[config.mk]
export PLATFORM = sky130hd
export DESIGN_NAME = url_percent_decoder
export DESIGN_NICKNAME = d
export VERILOG_FILES = /design/src/sv/upd_pkg.sv /design/src/sv/url_percent_decoder.sv /design/src/sv/upd_front.sv /design/src/sv/upd_queue.sv /design/src/sv/upd_back.sv
export SDC_FILE = /design/constraint.sdc
export NUM_CORES = 1
export LEC_CHECK = 0
export ABC_AREA = 1
export BUFFER_PORTS_ARGS = -buffer_cell sky130_fd_sc_hd__buf_2
export CAP_MARGIN = 0
export CORE_ASPECT_RATIO = 1.2
export CORE_MARGIN = 2
export CORE_UTILIZATION = 60
export DETAILED_ROUTE_END_ITERATION = 12
export PLACE_DENSITY = 0.78
export SETUP_SLACK_MARGIN = 0.15
export SLEW_MARGIN = 10
export SYNTH_ARGS = -nofsm -noshare
export SYNTH_HDL_FRONTEND = slang
export SYNTH_HIERARCHICAL = 1
export SYNTH_SLANG_ARGS = --single-unit
[constraint.sdc]
create_clock -name i_clk -period 4.15 [get_ports i_clk]
set_input_delay 0.2075 -clock i_clk [delete_from_list [all_inputs] [get_ports i_clk]]
set_output_delay 0.2075 -clock i_clk [all_outputs]
set_load 0.02 [all_outputs]
[src/sv/upd_pkg.sv]
package upd_pkg;

    localparam logic [7:0] PCT_CHAR   = 8'h25;
    localparam logic [7:0] PLUS_CHAR  = 8'h2B;
    localparam logic [7:0] SPACE_CHAR = 8'h20;

    // Most bytes one escape or one input byte can give rise to
    localparam int MAX_OUT  = 3;
    localparam int QDEPTH   = 4;
    localparam int QPTR_W   = $clog2(QDEPTH);
    localparam int QCNT_W   = $clog2(QDEPTH + 1);

    typedef enum logic [1:0] {
        PH_IDLE  = 2'd0,
        PH_PCT   = 2'd1,
        PH_DIGIT = 2'd2
    } t_phase;

    // Bytes produced by one input item, oldest in slot 0
    typedef struct packed {
        logic [1:0]                 cnt;
        logic [MAX_OUT-1:0][7:0]    bytes;
        logic                       last;
    } t_burst;

    // Bit 4 set: not a hex digit; bits 3:0: digit value
    function automatic logic [4:0] hex_value(input logic [7:0] b);
        logic [4:0] r;
        r = 5'h10;
        if (b inside {[8'h30:8'h39]}) begin
            r = {1'b0, 4'(b - 8'h30)};
        end else if (b inside {[8'h41:8'h46]}) begin
            r = {1'b0, 4'(b - 8'h41 + 8'd10)};
        end else if (b inside {[8'h61:8'h66]}) begin
            r = {1'b0, 4'(b - 8'h61 + 8'd10)};
        end
        return r;
    endfunction

endpackage

[src/sv/url_percent_decoder.sv]
// Path: the result of an accepted input byte is written into the burst queue, then
// loaded into the output register, when nothing is waiting ahead of it.
// Throughput: one input byte per cycle unless the queue is full; a malformed
// escape gives up to three output bytes, drained one per cycle while pop is high
// by the output stage from a four-entry queue. Reset (synchronous, active low):
// nothing held, queue and output empty, form mode ('+' to space) selected.
module url_percent_decoder import upd_pkg::*; (
    input  logic       i_clk,
    input  logic       i_rst_n,
    input  logic       i_cfg_valid,
    output logic       o_cfg_ready,
    input  logic       i_plus_to_space,
    input  logic       push,
    output logic       full,
    input  logic [7:0] i_in_byte,
    input  logic       i_in_last,
    output logic       empty,
    input  logic       pop,
    output logic [7:0] o_out_byte,
    output logic       o_out_last
);

    logic   accept;
    logic   f_push;
    t_burst f_burst;
    logic   q_full, q_empty, q_pop;
    t_burst q_head;

    assign o_cfg_ready = 1'b1;
    assign full        = q_full;
    assign accept      = push && !q_full;

    // Classification of input bytes
    upd_front u_front (
        .i_clk           (i_clk),
        .i_rst_n         (i_rst_n),
        .i_cfg_valid     (i_cfg_valid),
        .i_plus_to_space (i_plus_to_space),
        .i_accept        (accept),
        .i_in_byte       (i_in_byte),
        .i_in_last       (i_in_last),
        .o_push          (f_push),
        .o_burst         (f_burst)
    );

    // Decoupling queue of bursts
    upd_queue u_queue (
        .i_clk   (i_clk),
        .i_rst_n (i_rst_n),
        .i_push  (f_push),
        .i_burst (f_burst),
        .i_pop   (q_pop),
        .o_full  (q_full),
        .o_empty (q_empty),
        .o_head  (q_head)
    );

    // Serialisation to the output
    upd_back u_back (
        .i_clk      (i_clk),
        .i_rst_n    (i_rst_n),
        .i_q_empty  (q_empty),
        .i_head     (q_head),
        .o_q_pop    (q_pop),
        .pop        (pop),
        .empty      (empty),
        .o_out_byte (o_out_byte),
        .o_out_last (o_out_last)
    );

endmodule

[src/sv/upd_front.sv]
module upd_front import upd_pkg::*; (
    input  logic       i_clk,
    input  logic       i_rst_n,
    input  logic       i_cfg_valid,
    input  logic       i_plus_to_space,
    input  logic       i_accept,
    input  logic [7:0] i_in_byte,
    input  logic       i_in_last,
    output logic       o_push,
    output t_burst     o_burst
);

    t_phase     r_phase, n_phase;
    logic [7:0] r_held, n_held;
    logic       r_plus;

    logic [4:0] hv;
    logic       is_hex;
    logic [4:0] hh;
    logic [1:0] pcnt;
    logic [1:0][7:0] pre;
    logic       pl_emit;
    logic [7:0] pl_byte;
    logic       pl_run;
    logic       held_new;

    assign hv     = hex_value(i_in_byte);
    assign is_hex = ~hv[4];
    assign hh     = hex_value(r_held);

    // Mode register
    always_ff @(posedge i_clk) begin
        if (!i_rst_n) begin
            r_plus <= 1'b1;
        end else if (i_cfg_valid) begin
            r_plus <= i_plus_to_space;
        end
    end

    // Escape state
    always_ff @(posedge i_clk) begin
        if (!i_rst_n) begin
            r_phase <= PH_IDLE;
            r_held  <= '0;
        end else if (i_accept) begin
            r_phase <= n_phase;
            r_held  <= n_held;
        end
    end

    // Classify the byte against what is held: prefix bytes, then the plain byte
    always_comb begin
        pcnt     = 2'd0;
        pre      = '0;
        pl_run   = 1'b1;
        held_new = 1'b0;
        n_held   = r_held;
        n_phase  = PH_IDLE;
        case (r_phase)
            PH_PCT: begin
                if (is_hex) begin
                    pl_run = 1'b0;
                    if (i_in_last) begin
                        pcnt   = 2'd2;
                        pre[0] = PCT_CHAR;
                        pre[1] = i_in_byte;
                    end else begin
                        n_held  = i_in_byte;
                        n_phase = PH_DIGIT;
                        held_new = 1'b1;
                    end
                end else begin
                    pcnt   = 2'd1;
                    pre[0] = PCT_CHAR;
                end
            end
            PH_DIGIT: begin
                if (is_hex) begin
                    pl_run = 1'b0;
                    pcnt   = 2'd1;
                    pre[0] = {hh[3:0], hv[3:0]};
                end else begin
                    pcnt   = 2'd2;
                    pre[0] = PCT_CHAR;
                    pre[1] = r_held;
                end
            end
            default: begin
            end
        endcase

        // Byte with nothing held
        pl_emit = 1'b0;
        pl_byte = i_in_byte;
        if (pl_run) begin
            if (i_in_byte == PCT_CHAR) begin
                if (i_in_last) begin
                    pl_emit = 1'b1;
                end else begin
                    n_phase = PH_PCT;
                end
            end else if (i_in_byte == PLUS_CHAR && r_plus) begin
                pl_emit = 1'b1;
                pl_byte = SPACE_CHAR;
            end else begin
                pl_emit = 1'b1;
            end
        end
        if (held_new) begin
            n_phase = PH_DIGIT;
        end

        o_burst.bytes = '0;
        o_burst.bytes[0] = (pcnt == 2'd0) ? pl_byte : pre[0];
        o_burst.bytes[1] = (pcnt == 2'd2) ? pre[1] : pl_byte;
        o_burst.bytes[2] = pl_byte;
        o_burst.cnt  = pcnt + {1'b0, pl_emit};
        o_burst.last = i_in_last;
    end

    assign o_push = i_accept && (o_burst.cnt != 2'd0);

endmodule

[src/sv/upd_queue.sv]
module upd_queue import upd_pkg::*; (
    input  logic   i_clk,
    input  logic   i_rst_n,
    input  logic   i_push,
    input  t_burst i_burst,
    input  logic   i_pop,
    output logic   o_full,
    output logic   o_empty,
    output t_burst o_head
);

    t_burst            r_mem [QDEPTH];
    logic [QPTR_W-1:0] r_wr, r_rd;
    logic [QCNT_W-1:0] r_count;
    logic              wr_en, rd_en;

    assign o_full  = (r_count == QCNT_W'(QDEPTH));
    assign o_empty = (r_count == '0);
    assign wr_en   = i_push && !o_full;
    assign rd_en   = i_pop && !o_empty;
    assign o_head  = r_mem[r_rd];

    // Storage
    always_ff @(posedge i_clk) begin
        if (wr_en) begin
            r_mem[r_wr] <= i_burst;
        end
    end

    // Pointers and fill count
    always_ff @(posedge i_clk) begin
        if (!i_rst_n) begin
            r_wr    <= '0;
            r_rd    <= '0;
            r_count <= '0;
        end else begin
            if (wr_en) r_wr <= r_wr + 1'b1;
            if (rd_en) r_rd <= r_rd + 1'b1;
            case ({wr_en, rd_en})
                2'b10:   r_count <= r_count + 1'b1;
                2'b01:   r_count <= r_count - 1'b1;
                default: r_count <= r_count;
            endcase
        end
    end

endmodule

[src/sv/upd_back.sv]
module upd_back import upd_pkg::*; (
    input  logic       i_clk,
    input  logic       i_rst_n,
    input  logic       i_q_empty,
    input  t_burst     i_head,
    output logic       o_q_pop,
    input  logic       pop,
    output logic       empty,
    output logic [7:0] o_out_byte,
    output logic       o_out_last
);

    logic [1:0] r_idx;
    logic       r_valid;
    logic [7:0] r_byte;
    logic       r_last;
    logic       load, final_el;

    assign empty    = !r_valid;
    assign load     = !i_q_empty && (!r_valid || pop);
    assign final_el = (r_idx == i_head.cnt - 2'd1);
    assign o_q_pop  = load && final_el;

    // Walk through the bytes of the head burst
    always_ff @(posedge i_clk) begin
        if (!i_rst_n) begin
            r_idx <= '0;
        end else if (load) begin
            r_idx <= final_el ? 2'd0 : r_idx + 2'd1;
        end
    end

    // Output register
    always_ff @(posedge i_clk) begin
        if (!i_rst_n) begin
            r_valid <= 1'b0;
        end else if (load) begin
            r_valid <= 1'b1;
        end else if (pop) begin
            r_valid <= 1'b0;
        end
    end

    always_ff @(posedge i_clk) begin
        if (load) begin
            r_byte <= i_head.bytes[r_idx];
            r_last <= i_head.last && final_el;
        end
    end

    assign o_out_byte = r_byte;
    assign o_out_last = r_last;

endmodule

Yosys cells after proc, flatten, opt, wreduce, memory -nomap -nowiden
Memories as Yosys holds them, arrays and structs flattened. A register that Yosys moved wholly into a read port is not among the register bits.
Index checks and enable logic that the tools add are counted.

storage, ports and cells
  memory bits (writable) = 108
  bits in registers = 30
  output and inout bits = 12
  memories = 1
  logic and storage cells = 123
  bits of input ports = 15

memories
  name           words  width  read ports  clocked after Yosys merged registers in  wr ports  line             RTL
  u_queue.r_mem  4      27     1           1                                        1         upd_queue.sv:12  t_burst r_mem [QDEPTH];

cells by class
  reductions and logical operators = 25
  magnitude comparators = 13
  multiplexer cells = 46
  equality and inequality tests = 9
  bitwise logic cells = 2
  $add $sub $neg = 17

operator list
  cell                 number
  $mux 8               10
  $ge 8x7->1 const B   4
  $le 8x7->1 const B   4
  $pmux 16 s2          1
  $mux 2               13
  $sub 4x1->4 const B  6
  $add 4x4->4 const B  4
  $bmux 8 s2           1
  $eq 8x6->1 const B   2
  $ge 8x6->1 const B   2
  $le 8x6->1 const B   2
  $mux 16              1
  $mux 5               3
  $logic_and 1x1->1    14
  $mux 1               12
  $mux 4               3
  $add 2x1->2 const B  3
  $eq 2x2->1 const B   3
  $pmux 3 s2           1
  $reduce_bool 2->1    3
  $eq 2x1->1 const B   2
  $pmux 2 s2           1
  $reduce_and 4->1     1
  $add 3x1->3 const B  1
  12 further kinds     15

Longest topological paths before layout
Gate-level depths: netlist of run 1.

  word-level depth = 14
  gate-level depth with buffers = 26
  mapped depth without buffers = 25

Cells and area by module
The synthesis of run 1 kept the hierarchy.

modules (own cells, without submodules)
  module               cells an instance  sequential area each (um2)  times used  area each (um2)
  upd_queue            331                3423.3                      1           4551.9
  upd_front            221                220.2                       1           1346.3
  upd_back             79                 330.3                       1           689.4
  url_percent_decoder  4                  0.0                         1           21.3

Worst setup path after synthesis of run 1
No wires, ideal clock.

  kind = reg-to-reg
  start point = register u_front.r_phase[0]
  end point = memory u_queue/r_mem[0][0] in the netlist's numbering (enable)
  required time = 3.739 ns
  arrival = 2.981 ns
  path slack = 0.759 ns
  stages on the path, launching flop included = 13
  buffers on the path = 1
  cell sequence = dfxtp_1 -> inv_1 -> ha_1 -> inv_1 -> clkbuf_1 -> a21oi_1 -> ha_1 -> inv_1 -> nand3_1 -> nand2_1 -> inv_1 -> nand2_4 -> nor2_1

RTL lines
  element                 line             RTL
  from (decl)             upd_front.sv:13  t_phase r_phase, n_phase;
  from (signal assigned)  upd_front.sv:46  r_phase <= n_phase;
  to (decl)               upd_queue.sv:12

==> results of run 1 <==
[stage by stage]
stage	power [mW]	util, %	area [um2]
after CTS	4.554	67.32	7323
final	4.551	67.32	7323
after detailed placement	3.036	61.56	6696
after global routing	4.754	67.32	7323
after floorplan	2.802	-	6609
after global placement	2.982	61.56	6696
[how the worst min path moves through the flow]
stage	slack [ps]	cells past startpoint	endpoint	from
after global placement	410	2	u_front/r_plus	i_cfg_valid
final	20	3	u_front/r_plus	i_plus_to_space
after detailed placement	420	2	u_front/r_plus	i_cfg_valid
after CTS	2	3	u_front/r_plus	i_plus_to_space
after global routing	20	3	u_front/r_plus	i_plus_to_space
after floorplan	310	1	u_front/r_plus	i_cfg_valid
[synth_stat cells, types with 12 or more instances]
library cell    n
edfxtp_1      117
nor2_1         85
nand2_1        75
inv_1          60
o21ai_0        52
o21ai_1        34
o22ai_1        34
nand3_1        29
dfxtp_1        23
a21oi_1        22
ha_1           14
buf_6          12
[cell type report]
cell class                      instances  area [um2]
Sequential cell                       140        3975
Fill cell                             819        3555
Multi-Input combinational cell        395        2110
Clock buffer                           22       518.0
Inverter                               69       276.5
Timing Repair Buffer                   32       180.2
Tap cell                              132       165.2
Clock inverter                         10       98.84
[what timing repair did]
action,CTS,global route
endpoints found under the setup margin,0,0
hold buffers,1,0
hold endpoints to repair,1,0
[sequential cells by signal (all words and copies together), names as in the netlist, named ones only]
signal             count
u_queue/r_mem        108
u_back/o_out_byte      8
u_front/r_held         8
u_queue/r_count        3
u_back/r_idx           2
u_front/r_phase        2
u_queue/r_rd           2
u_queue/r_wr           2
u_back/o_out_last      1
u_back/r_valid         1
u_front/r_plus         1
[cell families after synthesis]
kind of cell    synth area share, %
compound gates                11.91
buf+inv                       8.103
other cells                 0.05674
simple gates                  16.58
fa+ha+maj                     2.953
flops                         60.13
xor+xnor                     0.2651
[routing by layer]
metal	GRT usage, %	routed length, um	vias up
met4	11.13	284	0
met2	42.65	7419	227
met1	31.83	5608	2289
met5	0	0	-
met3	5.340	1087	20
li1	-	-	2235
[cells in the final DEF (no fill, tap or decap), types with 6 or more instances in the layout]
cell	netlist	final
buf_2	5	25
inv_1	60	60
nand3_1	29	29
ha_1	14	14
nand2_4	9	9
o21ai_0	52	52
nand2_1	75	75
dfxtp_1	23	22
a21oi_1	22	22
buf_4	7	6
nor2_1	85	81
nand4_1	10	10
clkbuf_16	0	20
o22ai_1	34	34
edfxtp_1	117	117
o21ai_1	34	34
nand2_2	10	10
nor2_2	3	7
[critical path, cell delays in order, from the launching register on]
cell and delay, ps:
dfxtp_2 400, buf_4 470, o21ai_0 200, o22ai_1 380, nand2_4 80, nand2_2 100
nand2_4 50, nor2_4 130, nand2_1 90, inv_1 100, ha_1 170, inv_1 60
fa_1 370, inv_1 70, nand2_1 40, nand3_1 80, nand2_1 50, nand2_1 50
nor2_1 40
[report_power, final]
group	total, mW	switching [mW]	internal [mW]
combinational	1.15	0.829	0.325
clock	1.52	0.564	0.952
sequential	1.88	0.0963	1.78
total	4.55	1.49	3.06
==> flow_metrics.py, run 1 <==
metrics = {
    "status": {
        "status": "finished clean",
    },
    "floorplan": {
        "dieArea_um2": 11870,
        "core_um2": 10880,
        "die_w_um": 99.81,
        "ios": 27,
        "initial_utilization_pct": 60.75,
        "die_h_um": 119.0,
        "row_count": 42,
    },
    "grt": {
        "grt_pass1_wl_um": 22830,
        "grt.total_usage_pct": 25.45,
        "grt_max_degree": 55,
        "antenna_found_initial": 0,
        "overflow": 0,
        "grt_pass1_vias": 4580,
    },
    "clocking": {
        "ctsLongestPathBuffers": 2,
        "clk_pin_slew_ps": 60,
        "cts_setup_buffers": 0,
        "cts_buffers": 17,
        "cts.htree.levels": 4,
        "cts_root_buf": "clkbuf_16",
        "cts_tree": "built",
        "post_cts_resized": 0,
        "cts_sinks": 140,
        "clk_latency_ps": 420,
    },
    "pwr": {
        "power_leakage_nw": 2.850,
        "ir_drop_mv": 0.3711,
        "cellPowerDensity_nw_per_um2": 621.4,
    },
    "detailed_routing": {
        "routed_wl_um": 14400,
        "wl_per_cell_um": 18.00,
        "vias": 4771,
        "via_per_inst": 5.964,
        "dr.pass1.iters": 5,
        "remaining_drc_errors": 0,
        "drtAntennaViolNets": 0,
        "drtIter0Drc": 484,
    },
    "sta": {
        "fin_tns_setup_ps": 0,
        "fmax_mhz": 329.5,
        "worst_slew_pin_slew_ps": 556.8,
        "rsz0062_at_grt": "false",
        "finalCriticalPeriod_ps": 3035,
        "post-route-period-util_pct": 73.12,
        "skew_ps": 8.070,
        "setup_viol": 0,
        "hold_viol_final": 0,
        "slew_headroom_pct": 62.74,
        "setup_ws_ps": 1115,
        "timing.hold.ws_ps": 16.82,
        "finalMaxSlewViolations": 0,
    },
    "synthesis": {
        "ys_warn_count": 6,
        "synth-seq-cells": 140,
        "async_flop_share_pct": 0,
        "avgSynthCellArea_um2": 10.41,
        "yosysTopAreaCellShare_pct": 53.16,
        "syn-num-nets": 665,
        "ys_seq_area_share_pct": 60.13,
        "synth_area_um2": 6609,
        "syn_inst": 635,
        "synth_edf_count": 117,
        "synthFlopType": "edfxtp_1",
        "synth.area.top_cells": "edfxtp_1 (53%), dfxtp_1 (7.0%), nor2_1 (4.8%)",
        "ys_types": 37,
        "synth_top_cell_by_area": "edfxtp_1",
    },
    "setup_path": {
        "critPathArrivalTime_ps": 3350,
        "r2r_setup_slack_ps": 1120,
        "r2r_cells": 18,
        "critical_path.startpoint_type": "register",
        "critical_path_class": "register to register",
        "cp-end-kind": "register",
        "endpoint": "u_queue/r_count[2]",
        "r2r-end": "u_queue/r_count[2]",
        "critPathMaxFanout": 52,
        "crit_required_ps": 4470,
    },
    "placed_design": {
        "place_ws_ps": 981.6,
        "dp_hpwl_um": 9022,
        "globalplace.congestion": 0.9070,
        "dp.cells": 767,
        "port_buffers": 25,
    },
    "cells_and_area": {
        "syn_to_final_growth_pct": 10.81,
        "n_antenna_cell": 0,
        "num-nets-final": 685,
        "finalNonFillerCells": 800,
        "drive_above_1_share_pct": 16.02,
    },
    "worst_hold_path": {
        "min_path_type": "input port to register",
    },
    "job": {
        "maxCapViolations": 0,
    },
}
No activity file was read; power rests on OpenSTA's default activity.
==> inputs of run 2 (changes only) <==
ABC_AREA = 0   (was 1)
CORE_UTILIZATION = 55   (was 60)
PLACE_DENSITY = 0.75   (was 0.78)
clock period = 2.6 ns   (was 4.15 ns; I/O delays follow)
==> run 2 against run 1 <==
The run now ends with setup timing left. Global-route usage is 3.2 points higher. Clock-buffer cell count is 5 lower. Clock power is 82% higher. Flip-flop and latch count stayed put. Register-to-register slack worse by 1600 ps. Worst setup slack worse by 1600 ps. Sequential share of layout area is 7.6 points lower. Sequential power is 59% higher. Largest cell class unchanged. Largest power group unchanged.
==> flow_metrics.py, run 2 <==
metrics = {
    "clocking": {
        "ctsLongestPathBuffers": 2,
        "cts_tree": "built",
        "cts.htree.levels": 4,
        "clk_latency_ps": 430,
        "cts_sinks": 140,
        "cts_buffers": 17,
        "cts_root_buf": "clkbuf_16",
        "clk_pin_slew_ps": 60,
    },
    "pwr": {
        "clkPwrFrac_pct": 34.7,
        "comb_power_share_pct": 27.8,
        "intPower_mw": 5.773,
        "ir_drop_mv": 0.6149,
        "power_leakage_nw": 3.081,
        "power_switching_mw": 2.188,
        "cellPowerDensity_nw_per_um2": 935.3,
        "seq_power_share_pct": 37.4,
        "p_sw_share_pct": 27.49,
    },
    "cells_and_area": {
        "drive_above_1_share_pct": 44.26,
        "final_cell_mix": "edfxtp_1 (117), buf_4 (69), mux4_2 (27)",
        "syn_to_final_growth_pct": 35.46,
        "largest_reg_flops": 108,
        "layout_commonest_cell": "edfxtp_1",
        "finalNonFillerCells": 703,
        "top_register": "u_queue/r_mem",
        "fill_cells": 599,
        "num-nets-final": 566,
        "n_antenna_cell": 0,
    },
    "status": {
        "violations": "setup timing",
        "status": "finished, violations left",
    },
    "synthesis": {
        "synth-seq-cells": 140,
        "ys_seq_area_share_pct": 63.24,
        "yosysTopAreaCellShare_pct": 55.91,
        "synth_compound_area_share_pct": 7.188,
        "ys_warn_count": 6,
        "ys_types": 62,
        "async_flop_share_pct": 0,
        "synth-xor-area-share_pct": 0.9757,
        "synth_area_um2": 6284,
        "avgSynthCellArea_um2": 15.33,
        "synth_edf_count": 117,
        "synth.area.top_cells": "edfxtp_1 (56%), mux4_2 (9.7%), dfxtp_1 (7.3%)",
        "synthMuxAreaShare_pct": 13.60,
        "synth_fa_ha_area_share_pct": 3.106,
        "syn-num-nets": 440,
        "synth-simple-area-share_pct": 7.666,
        "synth_common_cells": "edfxtp_1 (117), inv_1 (27), mux4_2 (27)",
        "synth_top_family_by_area": "multiplexers",
        "synthFlopType": "edfxtp_1",
        "synth_top_cell_by_area": "edfxtp_1",
        "syn_inst": 410,
        "synthMostInstantiatedCell": "edfxtp_1",
    },
    "floorplan": {
        "die_h_um": 121.1,
        "die_w_um": 101.6,
        "ios": 27,
        "dieArea_um2": 12300,
        "initial_utilization_pct": 56.67,
        "core_um2": 11090,
        "row_count": 42,
    },
    "worst_hold_path": {
        "min_path_type": "input port to register",
        "min_from": "i_in_last",
    },
    "detailed_routing": {
        "wl_per_cell_um": 23.46,
        "vias": 4250,
        "remaining_drc_errors": 0,
        "routed_wl_um": 16490,
        "dr.pass1.iters": 5,
        "drtAntennaViolNets": 0,
        "via_per_inst": 6.046,
        "drtIter0Drc": 465,
    },
    "sta": {
        "worst_slew_pin_slew_ps": 648.6,
        "post-route-period-util_pct": 119.8,
        "hold_viol_final": 0,
        "fmax_mhz": 321.1,
        "finalMaxSlewViolations": 0,
        "skew_ps": 11.55,
        "slew_headroom_pct": 56.67,
        "finalCriticalPeriod_ps": 3115,
        "setup_ws_ps": -514.7,
        "setup_viol": 113,
        "rsz0062_at_grt": "true",
    },
    "setup_path": {
        "critical_path.startpoint_type": "register",
        "critical_path_class": "register to register",
        "crit_required_ps": 2950,
        "cp-end-kind": "register",
        "critPathArrivalTime_ps": 3470,
        "critPathMaxFanout": 3,
    },
    "placed_design": {
        "dp_hpwl_um": 8253,
        "place_ws_ps": -738.6,
        "globalplace.congestion": 0.8337,
        "port_buffers": 25,
        "dp.cells": 633,
    },
    "grt": {
        "grt_pass1_wl_um": 25050,
        "antenna_found_initial": 0,
        "grt_pass1_vias": 4438,
        "grt_max_degree": 26,
        "grt.total_usage_pct": 28.70,
        "overflow": 0,
    },
    "job": {
        "maxCapViolations": 0,
    },
}
==> run 2: cell count changes after synthesis, sizes merged, moves of 9 or more <==
cell   change
nor2      -80
nand2     -71
o21ai     -66
inv       -40
o22ai     -29
nand3     -28
mux4      +27
mux2i     +19
a21oi     -13
nor2b     +12
buf       -11
and2       +9
==> run 2: worst paths after layout <==
check                           depth (start not counted)                  end  slack (ps)
worst min-delay path                                    2  u_queue/r_mem[0][0]          90
worst max-delay path                                   12   u_queue/r_count[2]        -510
worst min register to register                          2    u_front/r_held[7]         470
worst max register to register                         12   u_queue/r_count[2]        -510
==> run 2: power by group through the flow <==
stage               logic, mW  clock network [mW]  registers (mW)
detailed placement       1.65                   0            3.00
finish                   2.22                2.77            2.98
global placement         1.59                   0            2.97
floorplan                1.04                   0            3.07
global route             2.35                2.89            3.01
CTS                      2.11                2.74            2.96
==> run 2: worst max-delay path: stages (launching register included) <==
cell and delay, ps:
dfxtp_2 370, mux4_2 560, xnor2_2 160, or3b_4 380, a21boi_2 160, nor2b_4 170, buf_6 120, ha_4 140
inv_4 40, fa_2 340, xor2_1 150, or3_1 310, a21boi_1 130
==> run 2: what timing repair did <==
| action | 4_1_cts | 5_1_grt |
|---|---|---|
| endpoints found under the setup margin | 120 | 131 |
| buffers inserted | 23 | 3 |
| gates cloned | 10 | 0 |
| pin swaps | 13 | 5 |
| gates resized for setup | 49 | 17 |
| endpoints found under the hold margin | 1 | 0 |
| hold buffers | 2 | 0 |
==> run 2: cell families (layout without fill, tap and decap cells) <==
family	after synthesis	count (layout)
DFF	140	140
other	1	1
buffers and inverters	51	190
AOI/OAI and AO/OA	64	64
and+or+nand+nor	81	81
adders and majority gates	15	15
muxes	51	51
xor gates and xnor gates	7	7
==> run 2: final cells by class <==
type                    instances  area, um2  share of cell area, %
clock buffers                  17      425.4                  4.998
clock inverters                15      244.0                  2.866
inverters                      28      107.6                  1.264
flip-flops and latches        140       3978                  46.73
repair buffers                130       1296                  15.23
multi-input cells             219       2268                  26.65
well taps                     154      192.7                  2.264
==> run 2: routing by layer <==
metal,part of all wire [%],global-route usage [%],vias to the layer above
li1,-,-,1821
met1,38,35.37,2111
met3,7.9,8.065,69
met5,0,0,-
met4,4.2,15.03,0
met2,50,45.85,249
==> run 2: stage by stage <==
stage          utilization, %  hold WS, ps  TNS, ps  cell area, um2  power, mW
6_report                76.77        85.21   -24580            8512      7.961
5_1_grt                 76.77        78.15   -30450            8512      8.244
4_1_cts                 75.91        77.42    -9098            8417      7.816
3_5_place_dp            63.71        364.3   -61360            7064      4.643
3_3_place_gp            63.71        347.9   -46480            7064      4.567
2_1_floorplan               -        247.8   -39720            6342      4.111
==> inputs of run 3 (changes only) <==
BUFFER_PORTS_ARGS = default   (was -buffer_cell sky130_fd_sc_hd__buf_2)
CORE_UTILIZATION = 57   (was 55)
DONT_BUFFER_PORTS = 1   (was default)
==> run 3 against run 2 <==
Clock-buffer cell count unchanged. Worst hold slack worse by 230 ps. Core utilization increased by 0.28 points. Sequential power grew 4%. Clock power fell by 8.3%. Final cell count decreased by 5.7%. Total power is 2.2% lower. Critical path type unchanged. Critical path depth did not move. Routed wire length increased by 0.50%. Fmax down 1.9%. The flow finishes with violations (hold timing, setup timing). Die area fell by 3.4%. Critical endpoint unchanged.
==> flow_metrics.py, run 3 (synthesis results as in run 2) <==
metrics = {
    "pwr": {
        "power_leakage_nw": 2.990,
        "cellPowerDensity_nw_per_um2": 928.8,
        "ir_drop_mv": 0.4980,
    },
    "floorplan": {
        "core_um2": 10880,
        "die_w_um": 99.85,
        "row_count": 42,
        "ios": 27,
        "dieArea_um2": 11880,
        "initial_utilization_pct": 57.76,
        "die_h_um": 119.0,
    },
    "sta": {
        "skew_ps": 11.22,
        "timing.hold.ws_ps": -142.4,
        "fin_tns_setup_ps": -1462,
        "fmax_mhz": 315.0,
        "finalCriticalPeriod_ps": 3174,
        "setup_ws_ps": -574.4,
        "slew_headroom_pct": 61.05,
        "hold_viol_final": 6,
        "setup_viol": 13,
        "rsz0062_at_grt": "true",
        "post-route-period-util_pct": 122.1,
        "worst_slew_pin_slew_ps": 578.2,
        "finalMaxSlewViolations": 0,
    },
    "setup_path": {
        "critical_path_class": "register to register",
        "r2r_cells": 12,
        "slowest_stage": "mux4_2",
        "critical_path.startpoint_type": "register",
        "crit_chain": "mux4_2 > xnor2_2 > or3b_4 > a21boi_2 > nor2b_4 > buf_6 > ha_4 > inv_2 > fa_2 > xor2_1 > or3_1 > a21boi_1",
        "worst_path_dominant_cell_family": "simple AND/OR/NAND/NOR gates",
        "crit_required_ps": 2950,
        "rr_startpoint": "u_queue/r_mem[0][26]",
        "critPathMaxFanout": 2,
        "r2r_setup_slack_ps": -570,
        "r2r-end": "u_queue/r_count[2]",
        "cpPeakStageDelay_ps": 520,
        "crit_buf_inv": 2,
        "cp-end-kind": "register",
        "critPathArrivalTime_ps": 3520,
    },
    "placed_design": {
        "port_buffers": 0,
        "globalplace.congestion": 0.8556,
        "place_area_um2": 6834,
        "dp_hpwl_um": 8417,
        "place_ws_ps": -556.4,
    },
    "clocking": {
        "cts_tree": "built",
        "ctsLongestPathBuffers": 2,
        "cts_buffers": 17,
        "cts_root_buf": "clkbuf_16",
        "clk_latency_ps": 420,
        "clk_pin_slew_ps": 60,
        "cts.htree.levels": 4,
        "cts_sinks": 140,
        "hold_buffers": 26,
    },
    "cells_and_area": {
        "drive_above_1_share_pct": 37.66,
        "layout_commonest_cell": "edfxtp_1",
        "syn_to_final_growth_pct": 33.37,
        "top_register": "u_queue/r_mem",
        "largest_reg_flops": 108,
        "fill_cells": 579,
        "finalInstanceArea_um2": 8381,
        "n_antenna_cell": 0,
        "regArea_um2": 3978,
        "multi_input_area_um2": 2245,
        "final_cell_mix": "edfxtp_1 (117), buf_4 (51), mux4_2 (27)",
        "num-nets-final": 548,
    },
    "detailed_routing": {
        "drtIter0Drc": 335,
        "drtAntennaViolNets": 0,
        "routed_wl_um": 16570,
        "dr.pass1.iters": 5,
        "remaining_drc_errors": 0,
        "via_per_inst": 6.308,
        "vias": 4182,
        "wl_per_cell_um": 24.99,
    },
    "worst_hold_path": {
        "min_from": "i_rst_n",
        "hold_path_end": "u_queue/r_count[1]",
        "min_path_cells": 1,
        "min_path_type": "input port to register",
    },
    "status": {
        "violations": "hold timing, setup timing",
        "status": "finished, violations left",
    },
    "grt": {
        "grt_max_degree": 26,
        "grt_pass1_vias": 4264,
        "grt.total_usage_pct": 28.97,
        "antenna_found_initial": 0,
        "grt_pass1_wl_um": 24740,
        "overflow": 0,
    },
    "job": {
        "maxCapViolations": 0,
    },
}
[run 3: changes by cell type in the layout (fill, tap and decap cells not counted), moves of 2 or more]
cell	change
clkinv_2	+3
buf_6	+2
buf_2	-25
bufinv_16	-2
buf_16	-2
buf_4	-18
dlygate4sd3_1	+23
buf_8	+2
clkinv_1	-2
[run 3: routing by layer]
metal  track usage, %  part of all wire (%)  vias up
li1                 -                     -     1785
met5                0                     0        -
met2            47.55                    52      210
met3            7.864                   6.2       48
met4            12.24                   3.5        0
met1            36.32                    38     2139
[run 3: where the power goes]
part / leakage (nW) / internal (mW) / switching (mW) / total (mW)
Clock: 0.303 / 1.60 / 0.942 / 2.54
Sequential: 1.26 / 2.85 / 0.248 / 3.10
Combinational: 1.42 / 1.13 / 1.01 / 2.14
[run 3: metrics by stage]
stage	power, mW	utilization [%]	hold WS [ps]	instances
detailed placement	4.579	62.82	211.8	574
global route	8.006	77.04	-151.2	663
floorplan	4.111	-	247.8	410
CTS	7.572	76.33	-161.5	662
global placement	4.512	62.82	203.8	574
finish	7.784	77.04	-142.4	663
[run 3: timing repair]
| action | CTS | global route |
|---|---|---|
| buffers inserted | 22 | 2 |
| pin swaps | 15 | 6 |
| resized for setup | 47 | 16 |
| endpoints found under the hold margin | 51 | 8 |
| setup endpoints to repair | 111 | 130 |
| gates cloned | 8 | 0 |
[run 3: layout make-up]
class,instances,share of cell area (%)
Sequential cell,140,47.46
Timing Repair Buffer,112,15.08
Tap cell,132,1.971
Inverter,28,1.254
Multi-Input combinational cell,219,26.78
Clock inverter,15,2.374
Clock buffer,17,5.076
[run 3: how the worst max path moves through the flow]
stage / from / endpoint / slack [ps] / cells past startpoint
6_report: u_queue/r_mem[0][26] / u_queue/r_count[2] / -570 / 12
5_1_grt: register / u_queue/r_count[2] / -650 / 14
4_1_cts: u_queue/r_mem[3][26] / u_queue/r_count[2] / -430 / 12
3_5_place_dp: i_in_byte[1] / u_queue/r_count[2] / -560 / 18
3_3_place_gp: i_in_byte[1] / u_queue/r_count[2] / -440 / 18
2_1_floorplan: i_in_byte[3] / u_queue/r_count[2] / -560 / 19
[run 3: worst reg2reg max path: cells and delay by family, from the launching register on]
kind / cells / cell delay, ps
flops: 1 / 380
mux: 1 / 520
fa+ha+maj: 2 / 480
simple gates: 3 / 890
compound gates: 2 / 340
xor+xnor: 2 / 340
buf+inv: 2 / 150
